===== src/rtl/core/ffca_pkg.sv =====
// ----------------------------------------------------------------------------
// ffca_pkg
// Shared constants and types of the first-fit contiguous allocator: memory
// geometry, field widths, request kinds, controller states and the command
// and status bundles between controller and datapath.
// ----------------------------------------------------------------------------
package ffca_pkg;

	// memory geometry
	localparam int MEM_WORDS    = 64;
	localparam int ADDR_W       = $clog2(MEM_WORDS);
	localparam int CNT_W        = ADDR_W + 1;
	localparam int HEADER_WORDS = 8;

	// field widths
	localparam int VAR_W   = 4;
	localparam int LINES_W = 7;
	localparam int NEED_W  = 8;

	localparam logic [VAR_W-1:0] VAR_WORDS_RESET = VAR_W'(3);

	// stream word layout
	localparam int S_TDATA_W = 24;
	localparam int M_TDATA_W = 24;

	localparam int LINES_LSB = 0;
	localparam int RS_LSB    = LINES_LSB + LINES_W;
	localparam int RE_LSB    = RS_LSB + ADDR_W;

	localparam int START_LSB = 0;
	localparam int END_LSB   = START_LSB + ADDR_W;
	localparam int CODE_LSB  = END_LSB + ADDR_W;

	// request kind
	typedef enum logic {
		OP_ALLOC   = 1'b0,
		OP_RELEASE = 1'b1
	} op_t;

	// controller states
	typedef enum logic [2:0] {
		ST_CLEAR,
		ST_IDLE,
		ST_SCAN,
		ST_MARK,
		ST_FREE,
		ST_POST_OK,
		ST_POST_FAIL
	} state_t;

	// controller to datapath
	typedef struct packed {
		logic load;      // capture the request word
		logic scan;      // issue occupancy reads
		logic hit_take;  // latch the found run as write range
		logic wr;        // write one occupancy bit at the write pointer
		logic wr_val;    // value written
		logic post;      // load the result register
		logic post_ok;   // result reports success
	} cmd_t;

	// datapath to controller
	typedef struct packed {
		op_t  in_op;      // kind of the offered request
		logic need_bad;   // offered allocation can never fit
		logic range_bad;  // offered release range is reversed
		logic hit;        // free run of the needed length found
		logic miss;       // last word scanned without a fit
		logic wr_last;    // write pointer at the range end
		logic out_free;   // result register can take a word
	} sts_t;

endpackage


===== src/rtl/core/ffca_ctrl.sv =====
// ----------------------------------------------------------------------------
// ffca_ctrl
// Controller of the allocator: clearing pass after reset, request dispatch,
// scan, mark and free sweeps, and result posting.
// ----------------------------------------------------------------------------
module ffca_ctrl
	import ffca_pkg::*;
(
	input  logic   clk,
	input  logic   arst_n,
	input  logic   s_tvalid,
	output logic   s_tready,
	input  sts_t   sts,
	output cmd_t   cmd
);

	state_t state_q;
	state_t state_d;

	// state register
	always_ff @(posedge clk or negedge arst_n) begin
		if (!arst_n) begin
			state_q <= ST_CLEAR;
		end else begin
			state_q <= state_d;
		end
	end

	// next state and commands
	always_comb begin
		state_d  = state_q;
		cmd      = '0;
		s_tready = 1'b0;
		case (state_q)
			ST_CLEAR: begin
				cmd.wr     = 1'b1;
				cmd.wr_val = 1'b0;
				if (sts.wr_last) begin
					state_d = ST_IDLE;
				end
			end
			ST_IDLE: begin
				s_tready = 1'b1;
				if (s_tvalid) begin
					cmd.load = 1'b1;
					if (sts.in_op == OP_ALLOC) begin
						state_d = sts.need_bad ? ST_POST_FAIL : ST_SCAN;
					end else begin
						state_d = sts.range_bad ? ST_POST_FAIL : ST_FREE;
					end
				end
			end
			ST_SCAN: begin
				cmd.scan = 1'b1;
				if (sts.hit) begin
					cmd.hit_take = 1'b1;
					state_d      = ST_MARK;
				end else if (sts.miss) begin
					state_d = ST_POST_FAIL;
				end
			end
			ST_MARK: begin
				cmd.wr     = 1'b1;
				cmd.wr_val = 1'b1;
				if (sts.wr_last) begin
					state_d = ST_POST_OK;
				end
			end
			ST_FREE: begin
				cmd.wr     = 1'b1;
				cmd.wr_val = 1'b0;
				if (sts.wr_last) begin
					state_d = ST_POST_OK;
				end
			end
			ST_POST_OK: begin
				if (sts.out_free) begin
					cmd.post    = 1'b1;
					cmd.post_ok = 1'b1;
					state_d     = ST_IDLE;
				end
			end
			ST_POST_FAIL: begin
				if (sts.out_free) begin
					cmd.post    = 1'b1;
					cmd.post_ok = 1'b0;
					state_d     = ST_IDLE;
				end
			end
			default: begin
				state_d = ST_CLEAR;
			end
		endcase
	end

endmodule


===== src/rtl/core/ffca_dp.sv =====
// ----------------------------------------------------------------------------
// ffca_dp
// Datapath of the allocator: occupancy memory, variable-words register,
// scan pipeline with run tracking, write pointer and result register.
// ----------------------------------------------------------------------------
module ffca_dp
	import ffca_pkg::*;
(
	input  logic                 clk,
	input  logic                 arst_n,
	input  logic                 cfg_we,
	input  logic [VAR_W-1:0]     cfg_wdata,
	input  logic                 s_tuser,
	input  logic [S_TDATA_W-1:0] s_tdata,
	output logic                 m_tvalid,
	input  logic                 m_tready,
	output logic                 m_tuser,
	output logic [M_TDATA_W-1:0] m_tdata,
	input  cmd_t                 cmd,
	output sts_t                 sts
);

	logic             mem_q [MEM_WORDS];
	logic [VAR_W-1:0] var_words_q;

	logic [LINES_W-1:0] in_lines;
	logic [ADDR_W-1:0]  in_rs;
	logic [ADDR_W-1:0]  in_re;
	logic [NEED_W-1:0]  in_need;

	op_t               op_q;
	logic [NEED_W-1:0] need_q;
	logic [CNT_W-1:0]  rd_cnt_q;
	logic              rd_more;
	logic              rd_vld_s1;
	logic              rd_data_s1;
	logic [ADDR_W-1:0] rd_idx_s1;
	logic [CNT_W-1:0]  run_q;
	logic [ADDR_W-1:0] start_q;
	logic [CNT_W-1:0]  run_next;
	logic [ADDR_W-1:0] hit_start;
	logic [NEED_W-1:0] hit_end;
	logic [ADDR_W-1:0] alloc_start_q;
	logic [ADDR_W-1:0] wr_ptr_q;
	logic [ADDR_W-1:0] wr_end_q;

	logic              out_vld_q;
	logic              res_ok_q;
	logic [ADDR_W-1:0] res_start_q;
	logic [ADDR_W-1:0] res_end_q;
	logic [ADDR_W-1:0] res_code_q;

	// request fields and word count needed
	assign in_lines = s_tdata[LINES_LSB +: LINES_W];
	assign in_rs    = s_tdata[RS_LSB +: ADDR_W];
	assign in_re    = s_tdata[RE_LSB +: ADDR_W];
	assign in_need  = NEED_W'(HEADER_WORDS) + NEED_W'(var_words_q) + NEED_W'(in_lines);

	// configuration register
	always_ff @(posedge clk or negedge arst_n) begin
		if (!arst_n) begin
			var_words_q <= VAR_WORDS_RESET;
		end else if (cfg_we) begin
			var_words_q <= cfg_wdata;
		end
	end

	// occupancy memory, one write and one registered read port
	always_ff @(posedge clk) begin
		if (cmd.wr) begin
			mem_q[wr_ptr_q] <= cmd.wr_val;
		end
		rd_data_s1 <= mem_q[rd_cnt_q[ADDR_W-1:0]];
		rd_idx_s1  <= rd_cnt_q[ADDR_W-1:0];
	end

	assign rd_more = (rd_cnt_q < CNT_W'(MEM_WORDS));

	// scan read address and read valid
	always_ff @(posedge clk or negedge arst_n) begin
		if (!arst_n) begin
			rd_cnt_q  <= '0;
			rd_vld_s1 <= 1'b0;
		end else begin
			rd_vld_s1 <= cmd.scan && rd_more;
			if (cmd.load) begin
				rd_cnt_q <= '0;
			end else if (cmd.scan && rd_more) begin
				rd_cnt_q <= rd_cnt_q + CNT_W'(1);
			end
		end
	end

	// free run tracking
	assign run_next  = run_q + CNT_W'(1);
	assign hit_start = (run_q == '0) ? rd_idx_s1 : start_q;
	assign hit_end   = NEED_W'(hit_start) + need_q - NEED_W'(1);

	always_ff @(posedge clk or negedge arst_n) begin
		if (!arst_n) begin
			run_q <= '0;
		end else if (cmd.load) begin
			run_q <= '0;
		end else if (cmd.scan && rd_vld_s1) begin
			run_q <= rd_data_s1 ? '0 : run_next;
		end
	end

	always_ff @(posedge clk) begin
		if (cmd.load) begin
			op_q   <= op_t'(s_tuser);
			need_q <= in_need;
		end
		if (cmd.scan && rd_vld_s1 && !rd_data_s1 && run_q == '0) begin
			start_q <= rd_idx_s1;
		end
		if (cmd.hit_take) begin
			alloc_start_q <= hit_start;
		end
	end

	// write range pointer; reset sets up the clearing pass
	always_ff @(posedge clk or negedge arst_n) begin
		if (!arst_n) begin
			wr_ptr_q <= '0;
			wr_end_q <= ADDR_W'(MEM_WORDS - 1);
		end else if (cmd.load) begin
			wr_ptr_q <= in_rs;
			wr_end_q <= in_re;
		end else if (cmd.hit_take) begin
			wr_ptr_q <= hit_start;
			wr_end_q <= hit_end[ADDR_W-1:0];
		end else if (cmd.wr) begin
			wr_ptr_q <= wr_ptr_q + ADDR_W'(1);
		end
	end

	// result register
	always_ff @(posedge clk or negedge arst_n) begin
		if (!arst_n) begin
			out_vld_q <= 1'b0;
		end else if (cmd.post) begin
			out_vld_q <= 1'b1;
		end else if (m_tready) begin
			out_vld_q <= 1'b0;
		end
	end

	always_ff @(posedge clk) begin
		if (cmd.post) begin
			res_ok_q <= cmd.post_ok;
			if (cmd.post_ok && op_q == OP_ALLOC) begin
				res_start_q <= alloc_start_q;
				res_end_q   <= wr_end_q;
				res_code_q  <= alloc_start_q + ADDR_W'(HEADER_WORDS);
			end else begin
				res_start_q <= '0;
				res_end_q   <= '0;
				res_code_q  <= '0;
			end
		end
	end

	assign m_tvalid = out_vld_q;
	assign m_tuser  = res_ok_q;
	always_comb begin
		m_tdata                       = '0;
		m_tdata[START_LSB +: ADDR_W]  = res_start_q;
		m_tdata[END_LSB +: ADDR_W]    = res_end_q;
		m_tdata[CODE_LSB +: ADDR_W]   = res_code_q;
	end

	// status to controller
	always_comb begin
		sts.in_op     = op_t'(s_tuser);
		sts.need_bad  = (in_need == '0) || (in_need > NEED_W'(MEM_WORDS));
		sts.range_bad = (in_rs > in_re);
		sts.hit       = rd_vld_s1 && !rd_data_s1 && (NEED_W'(run_next) == need_q);
		sts.miss      = rd_vld_s1 && (rd_idx_s1 == ADDR_W'(MEM_WORDS - 1))
		                && !(!rd_data_s1 && (NEED_W'(run_next) == need_q));
		sts.wr_last   = (wr_ptr_q == wr_end_q);
		sts.out_free  = !out_vld_q || m_tready;
	end

endmodule


===== src/rtl/core/first_fit_contiguous_allocator_core.sv =====
// ----------------------------------------------------------------------------
// first_fit_contiguous_allocator_core
// First-fit allocator over a 64-word occupancy map with range release.
// ----------------------------------------------------------------------------
// Usage:
//   Input stream s_*: one request word per handshake. s_tuser is the kind
//   (0 allocate, 1 release). An allocation needs 8 header words plus the
//   configured variable words plus code_lines; a release frees an
//   inclusive range, ignored when start is above end.
//   Output stream m_*: one result word per request. m_tuser is ok; on an
//   allocation that fits, m_tdata gives start, end and code start.
//   cfg_we/cfg_wdata write the variable-words register (reset 3) while idle.
// Timing:
//   One request at a time. Allocate: take the word, scan one occupancy bit
//   per cycle through the memory read port (ends early at the first fit),
//   mark the found run word by word, then post once the output register
//   is free. Release: take, free the range, post. Failures skip the sweeps.
//   The single memory write port sets the mark and free cost.
// Reset and stall:
//   After reset a clearing pass frees every word; no request is taken
//   during it. A finished result waits in the output register while
//   the next request is taken; a second result waits until it drains.
// ----------------------------------------------------------------------------
module first_fit_contiguous_allocator_core
	import ffca_pkg::*;
(
	input  logic                 clk,
	input  logic                 arst_n,
	input  logic                 cfg_we,
	input  logic [VAR_W-1:0]     cfg_wdata,
	input  logic                 s_tvalid,
	output logic                 s_tready,
	input  logic                 s_tuser,   // op
	input  logic [S_TDATA_W-1:0] s_tdata,   // code_lines, range_start, range_end
	output logic                 m_tvalid,
	input  logic                 m_tready,
	output logic                 m_tuser,   // ok
	output logic [M_TDATA_W-1:0] m_tdata    // start_addr, end_addr, code_start
);

	cmd_t cmd;
	sts_t sts;

	// controller
	ffca_ctrl u_ctrl (
		.clk      (clk),
		.arst_n   (arst_n),
		.s_tvalid (s_tvalid),
		.s_tready (s_tready),
		.sts      (sts),
		.cmd      (cmd)
	);

	// datapath
	ffca_dp u_dp (
		.clk       (clk),
		.arst_n    (arst_n),
		.cfg_we    (cfg_we),
		.cfg_wdata (cfg_wdata),
		.s_tuser   (s_tuser),
		.s_tdata   (s_tdata),
		.m_tvalid  (m_tvalid),
		.m_tready  (m_tready),
		.m_tuser   (m_tuser),
		.m_tdata   (m_tdata),
		.cmd       (cmd),
		.sts       (sts)
	);

endmodule


===== config.mk =====
export PLATFORM = sky130hd
export DESIGN_NAME = first_fit_contiguous_allocator_core
export DESIGN_NICKNAME = d
export VERILOG_FILES = /design/src/rtl/core/ffca_pkg.sv /design/src/rtl/core/ffca_ctrl.sv /design/src/rtl/core/ffca_dp.sv /design/src/rtl/core/first_fit_contiguous_allocator_core.sv
export SDC_FILE = /design/constraint.sdc
export NUM_CORES = 1
export LEC_CHECK = 0
export ABC_CLOCK_PERIOD_IN_PS = 5100
export BUFFER_PORTS_ARGS = -buffer_cell sky130_fd_sc_hd__buf_2
export CORE_MARGIN = 2
export CORE_UTILIZATION = 30
export CTS_CLUSTER_DIAMETER = 100
export DETAILED_ROUTE_END_ITERATION = 10
export PLACE_DENSITY = 0.43
export SLEW_MARGIN = 20
export SYNTH_ARGS = -nofsm -noshare
export SYNTH_HDL_FRONTEND = slang
export SYNTH_SLANG_ARGS = --single-unit

===== constraint.sdc =====
create_clock -name clk -period 5.1 [get_ports clk]
set_clock_uncertainty 0.2 [all_clocks]
set_input_delay 1.02 -clock clk [delete_from_list [all_inputs] [get_ports clk]]
set_output_delay 1.02 -clock clk [all_outputs]
set_load 0.1 [all_outputs]

==> flow_summary.yaml <==
outcome:
  outcome: "completed"
final_layout:
  n_antenna_cell: 0
  nets: 688
  drive_gt1_frac: 0.188
  utilization: 0.350
  area_growth_syn_to_layout_pct: 15.0
  final_common_cell: "edfxtp_1"
  fillers: 2373
  final_cell_mix: "edfxtp_1, nor2_1, buf_2"
job:
  cap_violations: 0
yosys:
  synthCells: 582
  yosysUniqueCellTypes: 60
  syn_area_per_cell_um2: 12.3
  async_flop_share: 0.245
  synth-edff-count: 101
  synth.area.top_cells: "edfxtp_1, dfrtp_1, mux4_2"
  synth_top_area_frac: 0.425
  synth-seq-cells: 143
  yosys_warnings: 0
  yosys.area.top_type: "edfxtp_1"
  synth_area_mm2: 0.00713
  synth_ff_type: "edfxtp_1"
  ys_seq_area_frac: 0.569
timing:
  timing.final.hold_violations: 0
  drv_slew: 0
  layout_worst_path_cycle_share: 0.731
  setup_viol: 0
  period_minus_slack_ns: 3.73
  grt_setup_unrepaired: "false"
  max_slew.worst_pin.slew_ns: 0.936
  slew_headroom: 0.376
  timing.fmax_ghz: 0.268
  fin_setup_tns_ns: 0
floorplanning:
  die_height_um: 158
  dieArea_mm2: 0.0250
  core_area_mm2: 0.0234
  ios: 61
  die_w_um: 158
  start_util: 0.305
  rows: 56
global_route:
  first_global_vias: 4614
  antenna_found_initial: 0
  track_usage: 0.137
  grt_max_degree: 66
  grt_pass1_wl_um: 25300
  grt-ovfl-total: 0
routing:
  ant_nets: 0
  drt_wl_total_um: 16000
  drc: 0
  via_per_inst: 4.74
  drtIter0Drc: 283
  post_drt_wl_per_cell_um: 16.6
  first_pass_iters: 5
  vias: 4548
place:
  io_buffers: 49
  gp_congestion: 0.796
  hpwlAfterDp_um: 11300
power_and_ir_drop:
  ir_worst_vdd_uv: 269
  power.share.sequential: 0.385
  p_sw_mw: 1.81
  p_clk_frac: 0.267
  combPwrFrac: 0.348
  p_sw_frac: 0.404
  leakage_nw: 3.08
  power_density_mw_per_mm2: 546
  p_int_mw: 2.67
worst_setup_path:
  cp_cell_sequence: "nor4_1 -> nand3b_1 -> mux2i_1 -> ha_1 -> inv_1 -> ha_1 -> inv_1 -> fa_1 -> inv_1 -> a21o_1 -> a21oi_1 -> xnor2_1 -> xnor2_1 -> a22oi_1 -> o21ai_0"
  r2r_cells: 15
  cp-end-kind: "register"
  path_max_fanout: 7
  slowest_delay_ns: 0.46
  required_ns: 5.24
  worstSetupStartpointType: "register"
  worstPathArrival_ns: 3.87
  cpMaxStageDelayCell: "dfrtp_1"
  crit_top_cell: "inv_1"
  path_class: "reg -> reg"
  r2r_end: "u_dp.wr_end_q[5]$_DFFE_PN1P_"
  reg2reg_slack_ns: 1.37
  r2r_start: "u_dp.run_q[2]$_DFFE_PN0P_"
min_path:
  hold_path.startpoint: "u_dp.rd_idx_s1[3]$_DFF_P_"
  hold_end: "u_dp.start_q[3]$_DFFE_PP_"
  hold_class: "reg -> reg"
  holdPathStages: 0
clock_network:
  htreeDepth: 4
  post_cts_resized: 0
  clk_latency_ns: 0.43
  hold_buffers: 0
  clk_pin_slew_ns: 0.06
  cts.sinks: 143
  clockBufferDepth: 2
  cts_root_buffer: "clkbuf_16"
  tritoncts: "done"
  cts_buffers: 17
  cts_setup_buffers: 0
synth_stat cells (all sizes together), types with 2 or more instances:
library cell	number
nand2	28
fa	2
o21bai	2
a221o	2
nand3b	7
and3	5
xor2	14
buf	21
a31oi	3
nor4	3
dfrtp	27
nor3	6
a21oi	5
a221oi	6
ha	25
dfxtp	7
or2	2
xnor2	21
mux2i	7
a21o	5
nand2b	10
or3b	3
edfxtp	101
nor2	97
and2	14
nor3b	2
mux2	4
o31ai	4
and4	2
o21ai	20
a22o	2
or3	4
clkbuf	12
nand4	4
a22oi	3
dfstp	8
o2bb2ai	3
nand3	11
a211oi	2
o21a	6
inv	34
mux4	21
nor2b	7
per-stage QoR:
| step | power [mW] | hold WS (ns) | instance area (µm²) | instances | worst slack, ns |
|---|---|---|---|---|---|
| 3_3_place_gp | 3.32 | 0.250 | 7640 | 927 | 1.37 |
| 6_report | 4.48 | 0.266 | 8200 | 959 | 1.37 |
| 2_1_floorplan | 2.98 | 0.145 | 7150 | 587 | 0.560 |
| 4_1_cts | 4.54 | 0.267 | 8200 | 959 | 1.35 |
| 3_5_place_dp | 3.33 | 0.256 | 7640 | 927 | 1.36 |
| 5_1_grt | 4.74 | 0.281 | 8200 | 959 | 1.09 |
critical path, delay by kind of cell (launching register included):
| family | cells | cell delay, ns |
|---|---|---|
| muxes | 1 | 0.46 |
| adders and majority gates | 3 | 0.87 |
| AOI/OAI and AO/OA | 4 | 0.42 |
| xor gates and xnor gates | 2 | 0.27 |
| and+or+nand+nor | 2 | 0.77 |
| buffers and inverters | 3 | 0.19 |
| DFF | 1 | 0.46 |
power groups by stage:
stage          sequential [mW]  clock (mW)  combinational (mW)
3_5_place_dp              1.75           0                1.58
4_1_cts                   1.73        1.23                1.58
5_1_grt                   1.76        1.28                1.70
3_3_place_gp              1.75           0                1.57
2_1_floorplan             1.94           0                1.03
6_report                  1.72        1.20                1.56
cell families after synthesis:
| logic type | Yosys count | share of synthesized area |
|---|---|---|
| compound gates | 67 | 0.0654 |
| xor+xnor | 35 | 0.0430 |
| fa+ha+maj | 27 | 0.0495 |
| buf+inv | 68 | 0.0461 |
| flops | 143 | 0.569 |
| mux | 32 | 0.0851 |
| other cells | 1 | 0.000526 |
| simple gates | 209 | 0.142 |
per-layer routing:
metal / GRT usage / share of wire / vias up
met5: 0 / 0 / -
met4: 0.0553 / 0.022 / 0
met3: 0.0320 / 0.045 / 19
met2: 0.231 / 0.50 / 122
met1: 0.168 / 0.44 / 2241
li1: - / - / 2166
flip-flops by register name, summed over array words and instances, names as in the netlist, 4 cells and up:
register and count:
u_dp.mem_q 64, u_dp.need_q 8, u_dp.rd_cnt_q 7, u_dp.run_q 7, u_dp.alloc_start_q 6, u_dp.rd_idx_s1 6, u_dp.res_code_q 6, u_dp.res_end_q 6
u_dp.start_q 6, u_dp.wr_end_q 6, u_dp.wr_ptr_q 6, u_dp.var_words_q 4
worst max path at each step:
stage / to / cells after the start / start
after CTS: u_dp.wr_end_q[5]$_DFFE_PN1P_ / 15 / u_dp.run_q[2]$_DFFE_PN0P_
after global placement: u_dp.wr_end_q[5]$_DFFE_PN1P_ / 15 / u_dp.run_q[2]$_DFFE_PN0P_
after floorplan: u_dp.need_q[0]$_DFFE_PP_ / 5 / u_ctrl.state_q[0]$_DFFE_PN0P_
final: u_dp.wr_end_q[5]$_DFFE_PN1P_ / 15 / u_dp.run_q[2]$_DFFE_PN0P_
after global routing: u_dp.wr_end_q[5]$_DFFE_PN1P_ / 15 / u_dp.run_q[2]$_DFFE_PN0P_
after detailed placement: u_dp.wr_end_q[5]$_DFFE_PN1P_ / 15 / u_dp.run_q[2]$_DFFE_PN0P_
cell type report:
cell class	count	area, µm²	area share
well taps	319	399	0.0487
repair buffers	54	283	0.0345
clock buffers	18	429	0.0523
multi-input cells	376	2770	0.337
clock inverters	14	135	0.0165
flip-flops and latches	143	4060	0.495
inverters	35	131	0.0160
No activity file was read; power rests on OpenSTA's default activity.
